$ cat src/design/fbdpe_pkg.sv
// Package for the four-button debounce and press encoder: types, constants, action lookup.
`default_nettype none
package fbdpe_pkg;

  localparam int unsigned NumButtons   = 4;
  localparam int unsigned IdxWidth     = (NumButtons > 1) ? $clog2(NumButtons) : 1;
  localparam int unsigned TimeWidth    = 32;
  localparam int unsigned DebWidth     = 16;
  localparam int unsigned ActionWidth  = 4;
  localparam logic [DebWidth-1:0] DebounceReset = 16'd50;

  // Action codes returned per poll
  typedef enum logic [ActionWidth-1:0] {
    ActNone     = 4'd0,
    ActStart    = 4'd1,
    ActClock    = 4'd2,
    ActShowGps  = 4'd3,
    ActStop     = 4'd4,
    ActPlus     = 4'd5,
    ActNext     = 4'd6,
    ActBack     = 4'd7,
    ActMinus    = 4'd8
  } action_e;

  // Action set selector
  typedef enum logic {
    SetPrimary   = 1'b0,
    SetSecondary = 1'b1
  } action_set_e;

  // Commit controls from the merge stage to one lane
  typedef struct packed {
    logic commit;     // lane state takes this poll's update
    logic hold_last;  // lane ends the poll: keep its last raw level
  } lane_ctrl_t;

  // Map an action set and a button index to its action code
  function automatic action_e action_for(action_set_e set, logic [IdxWidth-1:0] idx);
    action_e act;
    act = ActNone;
    case (idx)
      2'd0: act = (set == SetSecondary) ? ActPlus  : ActStart;
      2'd1: act = (set == SetSecondary) ? ActNext  : ActClock;
      2'd2: act = (set == SetSecondary) ? ActBack  : ActShowGps;
      2'd3: act = (set == SetSecondary) ? ActMinus : ActStop;
      default: act = ActNone;
    endcase
    return act;
  endfunction

endpackage
`default_nettype wire

$ cat src/design/fbdpe_lane.sv
// One debounce lane: per-button state, hold-time check and press detect.
`default_nettype none
module fbdpe_lane (
  input  wire logic                                clk_i,
  input  wire logic                                rst_ni,
  input  wire logic                                accept_i,
  input  wire logic                                raw_i,
  input  wire logic [fbdpe_pkg::TimeWidth-1:0]     now_ms_i,
  input  wire logic [fbdpe_pkg::DebWidth-1:0]      debounce_ms_i,
  input  wire fbdpe_pkg::lane_ctrl_t               ctrl_i,
  output logic                                     press_o
);

  logic                              last_raw_q, last_raw_d;
  logic                              stable_q, stable_d;
  logic [fbdpe_pkg::TimeWidth-1:0]   stamp_q, stamp_d;
  logic [fbdpe_pkg::TimeWidth-1:0]   held;
  logic                              settle;

  // Restamp on a raw change, then check the hold time against the delay
  always_comb begin
    stamp_d    = (raw_i != last_raw_q) ? now_ms_i : stamp_q;
    held       = now_ms_i - stamp_d;
    settle     = (held > {{(fbdpe_pkg::TimeWidth-fbdpe_pkg::DebWidth){1'b0}}, debounce_ms_i})
                 && (raw_i != stable_q);
    stable_d   = settle ? raw_i : stable_q;
    last_raw_d = ctrl_i.hold_last ? last_raw_q : raw_i;
    press_o    = settle && !raw_i;
  end

  // Commit lane state for an accepted item when the merge stage sets commit for this lane
  always_ff @(posedge clk_i or negedge rst_ni) begin
    if (!rst_ni) begin
      last_raw_q <= 1'b1;
      stable_q   <= 1'b1;
      stamp_q    <= '0;
    end else if (accept_i && ctrl_i.commit) begin
      last_raw_q <= last_raw_d;
      stable_q   <= stable_d;
      stamp_q    <= stamp_d;
    end
  end

endmodule
`default_nettype wire

$ cat src/design/fbdpe_merge.sv
// Merge stage: pick the first pressed lane, gate later lanes and encode the action.
`default_nettype none
module fbdpe_merge (
  input  wire logic [fbdpe_pkg::NumButtons-1:0]    press_i,
  input  wire logic                                opcode_i,
  output fbdpe_pkg::lane_ctrl_t [fbdpe_pkg::NumButtons-1:0] ctrl_o,
  output fbdpe_pkg::action_e                       action_o
);

  logic [fbdpe_pkg::NumButtons-1:0]  earlier;
  logic [fbdpe_pkg::IdxWidth-1:0]    first_idx;

  // Flag lanes that sit after a pressed lane
  always_comb begin
    earlier[0] = 1'b0;
    for (int i = 1; i < fbdpe_pkg::NumButtons; i++) begin
      earlier[i] = earlier[i-1] | press_i[i-1];
    end
  end

  // Drive lane controls and find the winning lane
  always_comb begin
    first_idx = '0;
    for (int i = 0; i < fbdpe_pkg::NumButtons; i++) begin
      ctrl_o[i].commit    = !earlier[i];
      ctrl_o[i].hold_last = press_i[i];
      if (press_i[i] && !earlier[i]) begin
        first_idx = fbdpe_pkg::IdxWidth'(i);
      end
    end
  end

  // Encode the action for the first press
  always_comb begin
    if (|press_i) begin
      action_o = fbdpe_pkg::action_for(fbdpe_pkg::action_set_e'(opcode_i), first_idx);
    end else begin
      action_o = fbdpe_pkg::ActNone;
    end
  end

endmodule
`default_nettype wire

$ cat src/design/four_button_debounce_press_encoder.sv
// Top level: four debounce lanes, merge stage, output register and debounce register.
// The action of an accepted poll is captured in the output register when the poll is accepted.
// Throughput: one poll per cycle; the lane compares and state commit are done for each accepted poll.
// Input stalls only while a finished action waits unread.
// Reset: all buttons released, change stamps zero, debounce delay 50 ms, output empty.
`default_nettype none
module four_button_debounce_press_encoder (
  input  wire logic                                clk_i,
  input  wire logic                                rst_ni,
  input  wire logic                                cfg_wr_en_i,
  input  wire logic [fbdpe_pkg::DebWidth-1:0]      cfg_wr_data_i,
  input  wire logic                                in_valid_i,
  output logic                                     in_stall_o,
  input  wire logic [fbdpe_pkg::NumButtons-1:0]    button_levels_i,
  input  wire logic [fbdpe_pkg::TimeWidth-1:0]     now_ms_i,
  input  wire logic                                opcode_i,
  output logic                                     out_valid_o,
  input  wire logic                                out_stall_i,
  output logic [fbdpe_pkg::ActionWidth-1:0]        action_o
);

  logic [fbdpe_pkg::DebWidth-1:0]                  debounce_ms_q;
  logic                                            out_valid_q, out_valid_d;
  fbdpe_pkg::action_e                              action_q, action_d;
  logic                                            accept;
  logic [fbdpe_pkg::NumButtons-1:0]                press;
  fbdpe_pkg::lane_ctrl_t [fbdpe_pkg::NumButtons-1:0] ctrl;

  assign in_stall_o  = out_valid_q && out_stall_i;
  assign accept      = in_valid_i && !in_stall_o;
  assign out_valid_o = out_valid_q;
  assign action_o    = action_q;

  // Hold the debounce delay register
  always_ff @(posedge clk_i or negedge rst_ni) begin
    if (!rst_ni) begin
      debounce_ms_q <= fbdpe_pkg::DebounceReset;
    end else if (cfg_wr_en_i) begin
      debounce_ms_q <= cfg_wr_data_i;
    end
  end

  // One lane per button
  for (genvar g = 0; g < fbdpe_pkg::NumButtons; g++) begin : g_lane
    fbdpe_lane u_lane (
      .clk_i         (clk_i),
      .rst_ni        (rst_ni),
      .accept_i      (accept),
      .raw_i         (button_levels_i[g]),
      .now_ms_i      (now_ms_i),
      .debounce_ms_i (debounce_ms_q),
      .ctrl_i        (ctrl[g]),
      .press_o       (press[g])
    );
  end

  fbdpe_merge u_merge (
    .press_i  (press),
    .opcode_i (opcode_i),
    .ctrl_o   (ctrl),
    .action_o (action_d)
  );

  // Advance the output register when an item is accepted, drop it when taken
  always_comb begin
    out_valid_d = out_valid_q;
    if (accept) begin
      out_valid_d = 1'b1;
    end else if (!out_stall_i) begin
      out_valid_d = 1'b0;
    end
  end

  always_ff @(posedge clk_i or negedge rst_ni) begin
    if (!rst_ni) begin
      out_valid_q <= 1'b0;
    end else begin
      out_valid_q <= out_valid_d;
    end
  end

  always_ff @(posedge clk_i) begin
    if (accept) begin
      action_q <= action_d;
    end
  end

endmodule
`default_nettype wire

$ cat config.mk
export PLATFORM = sky130hd
export DESIGN_NAME = four_button_debounce_press_encoder
export DESIGN_NICKNAME = d
export VERILOG_FILES = /design/src/design/fbdpe_pkg.sv /design/src/design/fbdpe_lane.sv /design/src/design/fbdpe_merge.sv /design/src/design/four_button_debounce_press_encoder.sv
export SDC_FILE = /design/constraint.sdc
export NUM_CORES = 1
export LEC_CHECK = 0
export BUFFER_PORTS_ARGS = -buffer_cell sky130_fd_sc_hd__buf_2
export CORE_MARGIN = 4
export CORE_UTILIZATION = 29
export CTS_CLUSTER_SIZE = 40
export DETAILED_ROUTE_END_ITERATION = 16
export SLEW_MARGIN = 5
export SYNTH_ARGS = -nofsm -noshare
export SYNTH_HDL_FRONTEND = slang
export SYNTH_SLANG_ARGS = --single-unit
export TNS_END_PERCENT = 5
$ cat constraint.sdc
create_clock -name clk_i -period 12.57 [get_ports clk_i]
set_input_delay 1.257 -clock clk_i [delete_from_list [all_inputs] [get_ports clk_i]]
set_output_delay 1.257 -clock clk_i [all_outputs]
set_load 0.005 [all_outputs]
==> qor.txt, run 1 <==
Hold Buf Count CTS = 0
CP Launch Type = input pin
Fin Setup TNS = 0 ns
Sw Pwr = 2220 µW
Seq pwr share = 18.5%
Warnings, synthesis = 0
Setup crit end kind = flip-flop
Syn Area/Cell = 8.02 µm²
Achievable Freq = 111 MHz
Post-synthesis instance total = 2,156
Hpwl dp = 45,800 µm
CP Data Arrival Time = 9.36 ns
Leakage = 0.00803 µW
Initial antenna violation count = 1
Max-cap viol count = 0
Max stage delay cell, worst path = or4_4
Initial Util = 29.3%
Layout cell share with drive strength beyond 1 = 9.30%
Mux share of post-synthesis cell area = 9.11%
Post-layout min period = 8.98 ns
Antenna diodes = 0
Tot GR Track Use = 17.8%
Buffers on Ports = 63
Area growth from synthesis to layout = 9.22%
Number of synthesized flops with an enable pin = 4
Chip Height = 252 µm
Final period utilization = 71.4%
Worst Hold Class = reg -> reg
VDD IR max = 0.107 mV
Final Setup Violations = 0
Setup CP Type = in -> reg
Final instance area = 0.0189 mm²
Required time of the critical path = 12.95 ns
Logic pwr share = 69.5%
Tot Pwr = 4450 µW
Drt wl/cell = 19.9 µm
Row count = 89
Flops & latches, synth = 157
RSZ-0062 raised after global routing = no
Grt total ovfl = 0
Pint = 2230 µW
Max_slew headroom = 28.5%
Synth top area cells = dfrtp_1 21%, ha_1 12%, mux2i_1 5.8%
Async S/R FF share, synth = 97.5%
Clk root buf = clkbuf_16
Clock transition at path regs = 0.06 ns
DRC violations left = 0
Post-CTS setup buffer count = 0
Finished Core Util = 32.0%
Area after DPL = 0.0183 mm²
Slew Limit Fails = 0
Simple-Gate Fraction of Synth Area = 18.0%
CP Buf/Inv Count = 4
First-pass DRT Iterations = 5
Post-synthesis adder-cell area fraction = 13.5%
Ys flop type = dfrtp_1
First-pass GRT wire length = 91,000 µm
Via density per instance = 5.71
Synth unique cells = 88
Crit path max fanout = 55
Sw frac = 49.8%
I/O Pins = 64
CTS tree = yes
Status = complete, no violations
Complex-gate fraction of the synthesized area = 26.5%
Synth Net Count = 2,383
Vias = 16,700
Top cell family by delay on the critical path = simple AND/OR/NAND/NOR gates
DIE WIDTH = 252 µm
GP Congestion = 1.00
Combinational family with the most area after synthesis = compound AO/OA/AOI/OAI gates
Fin. Hold Viols = 0
Post-Route WL = 58,200 µm
Cts repair resizes = 0
Sequential fraction of the synthesis area = 22.9%
Post-Syn Area = 0.0173 mm²
DR iter-0 viols = 1,333
H-tree levels = 4
Worst-Margin Slew = 1.04 ns
Share of total power in the clock network = 12.0%
Top cell type's share of synthesized area = 20.5%
Largest area contributor in the netlist = dfrtp_1
Slowest stage delay, CP = 0.58 ns
Die area = 0.0636 mm²
Filler instances = 6,241
Number of global-route vias before repair = 16,200
Pin count of the biggest net entering global routing = 92
Pwr dens = 236 mW/mm²
Clock Path Buffers = 2
# clock sinks = 157
CTS buffer count = 17
Layout net count = 2,365
Clock Latency Late Sink = 0.46 ns
Synth Area in XOR/XNOR = 5.61%
Fin Hold WS = 0.481 ns
Clock Skew = 0.0158 ns
Final ANT Viol Nets = 0
Core Box Area = 0.0590 mm²
==> final timing paths <==
check | start | endpoint | slack [ns] | cells after the start
worst max-delay path | button_levels_i[0] | g_lane[2].u_lane.stable_q | 3.59 | 30
worst min-delay path | g_lane[2].u_lane.stamp_q[12] | g_lane[2].u_lane.stamp_q[12] | 0.48 | 2
worst max register to register | g_lane[0].u_lane.last_raw_q | g_lane[2].u_lane.stable_q | 3.95 | 29
worst min register to register | g_lane[2].u_lane.stamp_q[12] | g_lane[2].u_lane.stamp_q[12] | 0.48 | 2
max in group asynchronous | rst_ni | g_lane[0].u_lane.stamp_q[31] | 10.34 | 2
min in group asynchronous | rst_ni | g_lane[3].u_lane.stamp_q[1] | 0.87 | 1
==> flip-flops by register name, summed over array words and instances (netlist names) <==
name,cells
g_lane.u_lane.stamp_q,128
g_lane.u_lane.stable_q,4
out_valid_o,1
debounce_ms_q,16
g_lane.u_lane.last_raw_q,4
action_o,4
==> cell usage after synthesis, drive strengths merged (9+ instances only) <==
| cell | number |
|---|---|
| o221ai | 9 |
| a221o | 9 |
| nor2 | 136 |
| o21bai | 16 |
| and2 | 22 |
| inv | 78 |
| nand3 | 47 |
| o21ai | 211 |
| mux2i | 100 |
| nor3 | 24 |
| nor2b | 35 |
| nand4 | 41 |
| o211ai | 23 |
| a31oi | 14 |
| ha | 167 |
| a211oi | 26 |
| a21boi | 10 |
| o21a | 24 |
| xnor2 | 65 |
| mux2 | 49 |
| dfstp | 11 |
| a2111oi | 10 |
| a21oi | 169 |
| o31ai | 48 |
| maj3 | 21 |
| xor2 | 45 |
| a21o | 52 |
| nand2 | 231 |
| buf | 25 |
| clkbuf | 88 |
| nor4 | 19 |
| nand2b | 26 |
| o22ai | 9 |
| and3 | 15 |
| dfrtp | 142 |
==> cell type report <==
type                            count  area, µm²  area share (%)
Clock buffer                       20        457            2.42
Inverter                           78        293            1.55
Timing Repair Buffer               76        419            2.22
Sequential cell                   157       3960            21.0
Clock inverter                     12        136           0.722
Tap cell                          773        967            5.12
Multi-Input combinational cell   1808      12700            67.0
==> routing by layer <==
layer  wire, µm  up-vias  track usage [%]
met5         13        -                0
met4       1370        2             4.97
met3       2420       84             2.04
met2      28400      505             31.4
met1      25900     8139             23.2
li1           -     7979                -
==> stage by stage <==
| stage | setup slack (ns) | std cells |
|---|---|---|
| 2_1_floorplan | 4.26 | 2156 |
| 4_1_cts | 3.74 | 2924 |
| 3_5_place_dp | 3.24 | 2892 |
| 6_report | 3.59 | 2924 |
| 3_3_place_gp | 3.40 | 2892 |
| 5_1_grt | 3.11 | 2924 |
==> cells by family after synthesis <==
kind of cell             after synthesis
AO/OA/AOI/OAI                        714
flip-flops                           157
XOR/XNOR                             110
AND/OR/NAND/NOR                      645
multiplexers                         149
adder cells (fa/ha/maj)              190
buffers and inverters                191
==> worst min-delay path, stage by stage, from the launching register on <==
cell     delay [ns]
dfrtp_1        0.34
nand2_1        0.04
o21ai_0        0.06
==> power groups by stage <==
stage,Sequential (µW),Combinational [µW],Clock [µW]
after floorplan,785,2330,0
after global placement,821,2980,0
after detailed placement,830,3030,0
after CTS,822,3050,552
after global routing,849,3420,569
final,823,3090,536
==> cells in the final DEF (no fill, tap or decap), types with 15 or more instances in the layout <==
| master | instances |
|---|---|
| buf_2 | 62 |
| nand2_1 | 229 |
| nand3_1 | 47 |
| inv_1 | 78 |
| o31ai_1 | 46 |
| o211ai_1 | 23 |
| xor2_1 | 42 |
| and3_1 | 15 |
| dfrtp_1 | 142 |
| nor3_1 | 24 |
| nor2_1 | 135 |
| nand2b_1 | 26 |
| ha_1 | 167 |
| o21bai_1 | 16 |
| xnor2_1 | 61 |
| o21a_1 | 24 |
| a21oi_1 | 169 |
| a21o_1 | 52 |
| a211oi_1 | 26 |
| mux2_2 | 42 |
| and2_1 | 22 |
| nor4_1 | 18 |
| o21ai_0 | 199 |
| mux2i_1 | 100 |
| maj3_1 | 21 |
| nor2b_1 | 35 |
| clkbuf_16 | 17 |
| nand4_1 | 41 |
No activity file was read; power rests on OpenSTA's default activity.
==> inputs of run 2 (changes only) <==
--- a/config.mk
+++ b/config.mk
@@ -5,6 +5,7 @@
 export SDC_FILE = /design/constraint.sdc
 export NUM_CORES = 1
 export LEC_CHECK = 0
+export ABC_AREA = 1
 export BUFFER_PORTS_ARGS = -buffer_cell sky130_fd_sc_hd__buf_2
 export CORE_MARGIN = 4
 export CORE_UTILIZATION = 29
==> constraint.sdc (replaced) <==
create_clock -name clk_i -period 7.5 [get_ports clk_i]
set_input_delay 0.75 -clock clk_i [delete_from_list [all_inputs] [get_ports clk_i]]
set_output_delay 0.75 -clock clk_i [all_outputs]
set_load 0.005 [all_outputs]
==> qor.txt, run 2 <==
Post-Route WL = 59,700 µm (+2.7%)
Clock Path Buffers = 2 (unchanged)
Top post-synthesis cells by count = 855 x nand2_1, 396 x inv_1, 317 x o21ai_0, 202 x nor2_1, 167 x ha_1
Warnings, synthesis = 0 (unchanged)
Required time of the critical path = 7.90 ns (-5.05 ns)
Ys flop type = dfrtp_1
Slew Limit Fails = 0 (unchanged)
Leakage = 0.00985 µW (+23%)
Post-Syn Area = 0.0172 mm² (-0.29%)
Hpwl dp = 49,200 µm (+7.5%)
Flops & latches, synth = 157 (unchanged)
Cts repair resizes = 0 (unchanged)
Mux share of post-synthesis cell area = 0.0653% (-9.0 points)
Layout cell share with drive strength beyond 1 = 6.25% (-3.1 points)
Pwr dens = 329 mW/mm² (+40%)
RSZ-0062 raised after global routing = no
Chip Height = 252 µm (-0.14%)
Post-CTS setup buffer count = 0 (unchanged)
Setup CP Type = reg -> reg
Setup crit end kind = flip-flop
Buffers on Ports = 63 (unchanged)
Max FFs per register = 128 (unchanged)
R2R cell count = 30 (+3.4%)
DRC violations left = 0 (unchanged)
Complex-gate fraction of the synthesized area = 18.1% (-8.5 points)
CP Launch Type = flip-flop
Initial Util = 29.3% (-0.030 points)
Number of synthesized flops with an enable pin = 4 (unchanged)
Post-synthesis adder-cell area fraction = 12.3% (-1.2 points)
Number of global-route vias before repair = 17,000 (+5.1%)
Pin count of the biggest net entering global routing = 83 (-9.8%)
Post-synthesis instance total = 2,772 (+29%)
First-pass GRT wire length = 92,100 µm (+1.2%)
Most frequent cells in the layout = 854 x nand2_1, 396 x inv_1, 317 x o21ai_0, 202 x nor2_1, 167 x ha_1
Hold Buf Count CTS = 0 (unchanged)
Worst-Margin Slew = 0.823 ns (-0.222 ns)
Via density per instance = 5.01 (-12%)
Async S/R FF share, synth = 97.5% (unchanged)
Tot GR Track Use = 18.5% (+0.65 points)
Finished Core Util = 32.0% (about the same)
Achievable Freq = 157 MHz
Synth Net Count = 2,999 (+26%)
Syn Area/Cell = 6.22 µm² (-22%)
Final cell count without fillers = 3,591 (+23%)
Final instance area = 0.0189 mm² (-0.13%)
Simple-Gate Fraction of Synth Area = 32.4% (+14 points)
Clk root buf = clkbuf_16
Crit path max fanout = 40 (-27%)
Final ANT Viol Nets = 0 (unchanged)
Area of the multi-input gates = 0.0114 mm² (-9.6%)
CP Data Arrival Time = 6.79 ns (-2.57 ns)
H-tree levels = 4 (unchanged)
GP Congestion = 0.955 (-4.8%)
Initial antenna violation count = 1 (unchanged)
Max-cap viol count = 0 (unchanged)
Drt wl/cell = 16.6 µm (-16%)
Top cell family by delay on the critical path = simple AND/OR/NAND/NOR gates
Top reg by flops = g_lane.u_lane.stamp_q
VDD IR max = 0.189 mV (+76%)
Clock Latency Late Sink = 0.47 ns (about the same)
Status = complete, no violations
Filler instances = 6,523 (+4.5%)
Fin. Hold Viols = 0 (unchanged)
Worst Hold Class = in -> async
Post-layout min period = 6.39 ns
Row count = 89 (unchanged)
Antenna diodes = 0 (unchanged)
Top flop regs = g_lane.u_lane.stamp_q x128, debounce_ms_q x16
Tot Pwr = 6220 µW (+40%)
Die area = 0.0634 mm² (-0.28%)
Synth unique cells = 58 (-34%)
Placed Cells = 3,559 (+23%)
Grt total ovfl = 0 (unchanged)
Vias = 18,000 (+7.7%)
Synth top area cells = dfrtp_1 21%, nand2_1 19%, ha_1 12%
Most frequent cell after synthesis = nand2_1
First-pass DRT Iterations = 6 (+1)
Most common cell after layout, fill and taps aside = nand2_1
Final Setup Violations = 0 (unchanged)
# clock sinks = 157 (unchanged)
Register Area = 0.00396 mm² (unchanged)
Area growth from synthesis to layout = 9.40%
Top cell type's share of synthesized area = 20.6% (+0.060 points)
DR iter-0 viols = 1,553 (+17%)
CTS buffer count = 17 (unchanged)
Clock transition at path regs = 0.08 ns (+0.02 ns)
Max stage delay cell, worst path = nor2_8
FF-to-FF Start = g_lane[2].u_lane.last_raw_q
Core Box Area = 0.0589 mm² (-0.19%)
RR Endpoint = g_lane[3].u_lane.last_raw_q
Area after DPL = 0.0183 mm² (about the same)
DIE WIDTH = 252 µm (-0.14%)
Layout net count = 3,032 (+28%)
CP Buf/Inv Count = 5 (+1)
Largest area contributor in the netlist = dfrtp_1
Max_slew headroom = 45.2% (+17 points)
Combinational family with the most area after synthesis = simple AND/OR/NAND/NOR gates
CTS tree = yes
Final period utilization = 85.2%
Reg2Reg Setup Slack = 1.11 ns (-2.84 ns)
Clock Skew = 0.0136 ns (-0.00218 ns)
I/O Pins = 64 (unchanged)
Synth Area in XOR/XNOR = 3.50% (-2.1 points)
Fin Setup TNS = 0 ns (unchanged)
Most frequent cell on the critical path = nand2_1
Sequential fraction of the synthesis area = 23.0% (+0.066 points)
Slowest stage delay, CP = 0.67 ns (+0.09 ns)
-- run 2: cell count changes in the layout (fill, tap and decap cells not counted), moves of 44 or more --
cell	delta
nand2_1	+625
inv_1	+318
o21ai_0	+118
nand3_1	+111
mux2i_1	-100
nor2_1	+67
o31ai_1	-45
xnor2_1	-44
-- run 2: cells by family after synthesis --
family                   Yosys count
AND/OR/NAND/NOR                 1335
flip-flops                       157
adder cells (fa/ha/maj)          169
buffers and inverters            465
multiplexers                       1
XOR/XNOR                          69
AO/OA/AOI/OAI                    576
-- run 2: how the worst max path moves through the flow --
stage                                 from                          end  slack, ns  depth (start not counted)
2_1_floorplan           button_levels_i[3]                  action_o[2]       2.50                         33
3_3_place_gp            button_levels_i[2]    g_lane[3].u_lane.stable_q       0.81                         33
3_5_place_dp            button_levels_i[2]    g_lane[3].u_lane.stable_q       0.77                         32
4_1_cts        g_lane[2].u_lane.last_raw_q    g_lane[3].u_lane.stable_q       1.16                         31
5_1_grt        g_lane[2].u_lane.last_raw_q    g_lane[3].u_lane.stable_q       0.56                         32
6_report       g_lane[2].u_lane.last_raw_q  g_lane[3].u_lane.last_raw_q       1.11                         30
-- run 2: through the flow --
stage | hold slack, ns | setup WS, ns
4_1_cts | 0.234 | 1.16
3_3_place_gp | 0.460 | 0.814
5_1_grt | 0.260 | 0.556
2_1_floorplan | 0.442 | 2.50
3_5_place_dp | 0.462 | 0.770
6_report | 0.235 | 1.11
-- run 2: worst reg2reg max path: cells and delay by family (launching register included) --
kind / cells / cell delay, ns
adder cells (fa/ha/maj): 2 / 0.69
flip-flops: 1 / 0.54
XOR/XNOR: 1 / 0.16
AO/OA/AOI/OAI: 5 / 1.26
buffers and inverters: 5 / 0.85
AND/OR/NAND/NOR: 17 / 2.86
-- run 2: where the power goes --
part | leakage (µW) | internal, µW | switching [µW]
Combinational | 0.00768 | 1430 | 2660
Sequential | 0.00191 | 1120 | 129
Clock | 0.000261 | 447 | 428
-- run 2: cell type report --
| type | instances | share of cell area (%) |
|---|---|---|
| Multi-Input combinational cell | 2150 | 60.7 |
| Timing Repair Buffer | 76 | 2.22 |
| Sequential cell | 157 | 21.0 |
| Clock inverter | 14 | 0.577 |
| Clock buffer | 18 | 2.39 |
| Tap cell | 773 | 5.13 |
| Inverter | 403 | 8.03 |
-- run 2: metal layers --
layer	routed length (µm)	vias to the layer above	GRT usage, %
li1	-	9100	-
met1	27600	8311	25.4
met2	26900	488	30.2
met3	3520	101	2.65
met4	1650	0	5.69
met5	0	-	0
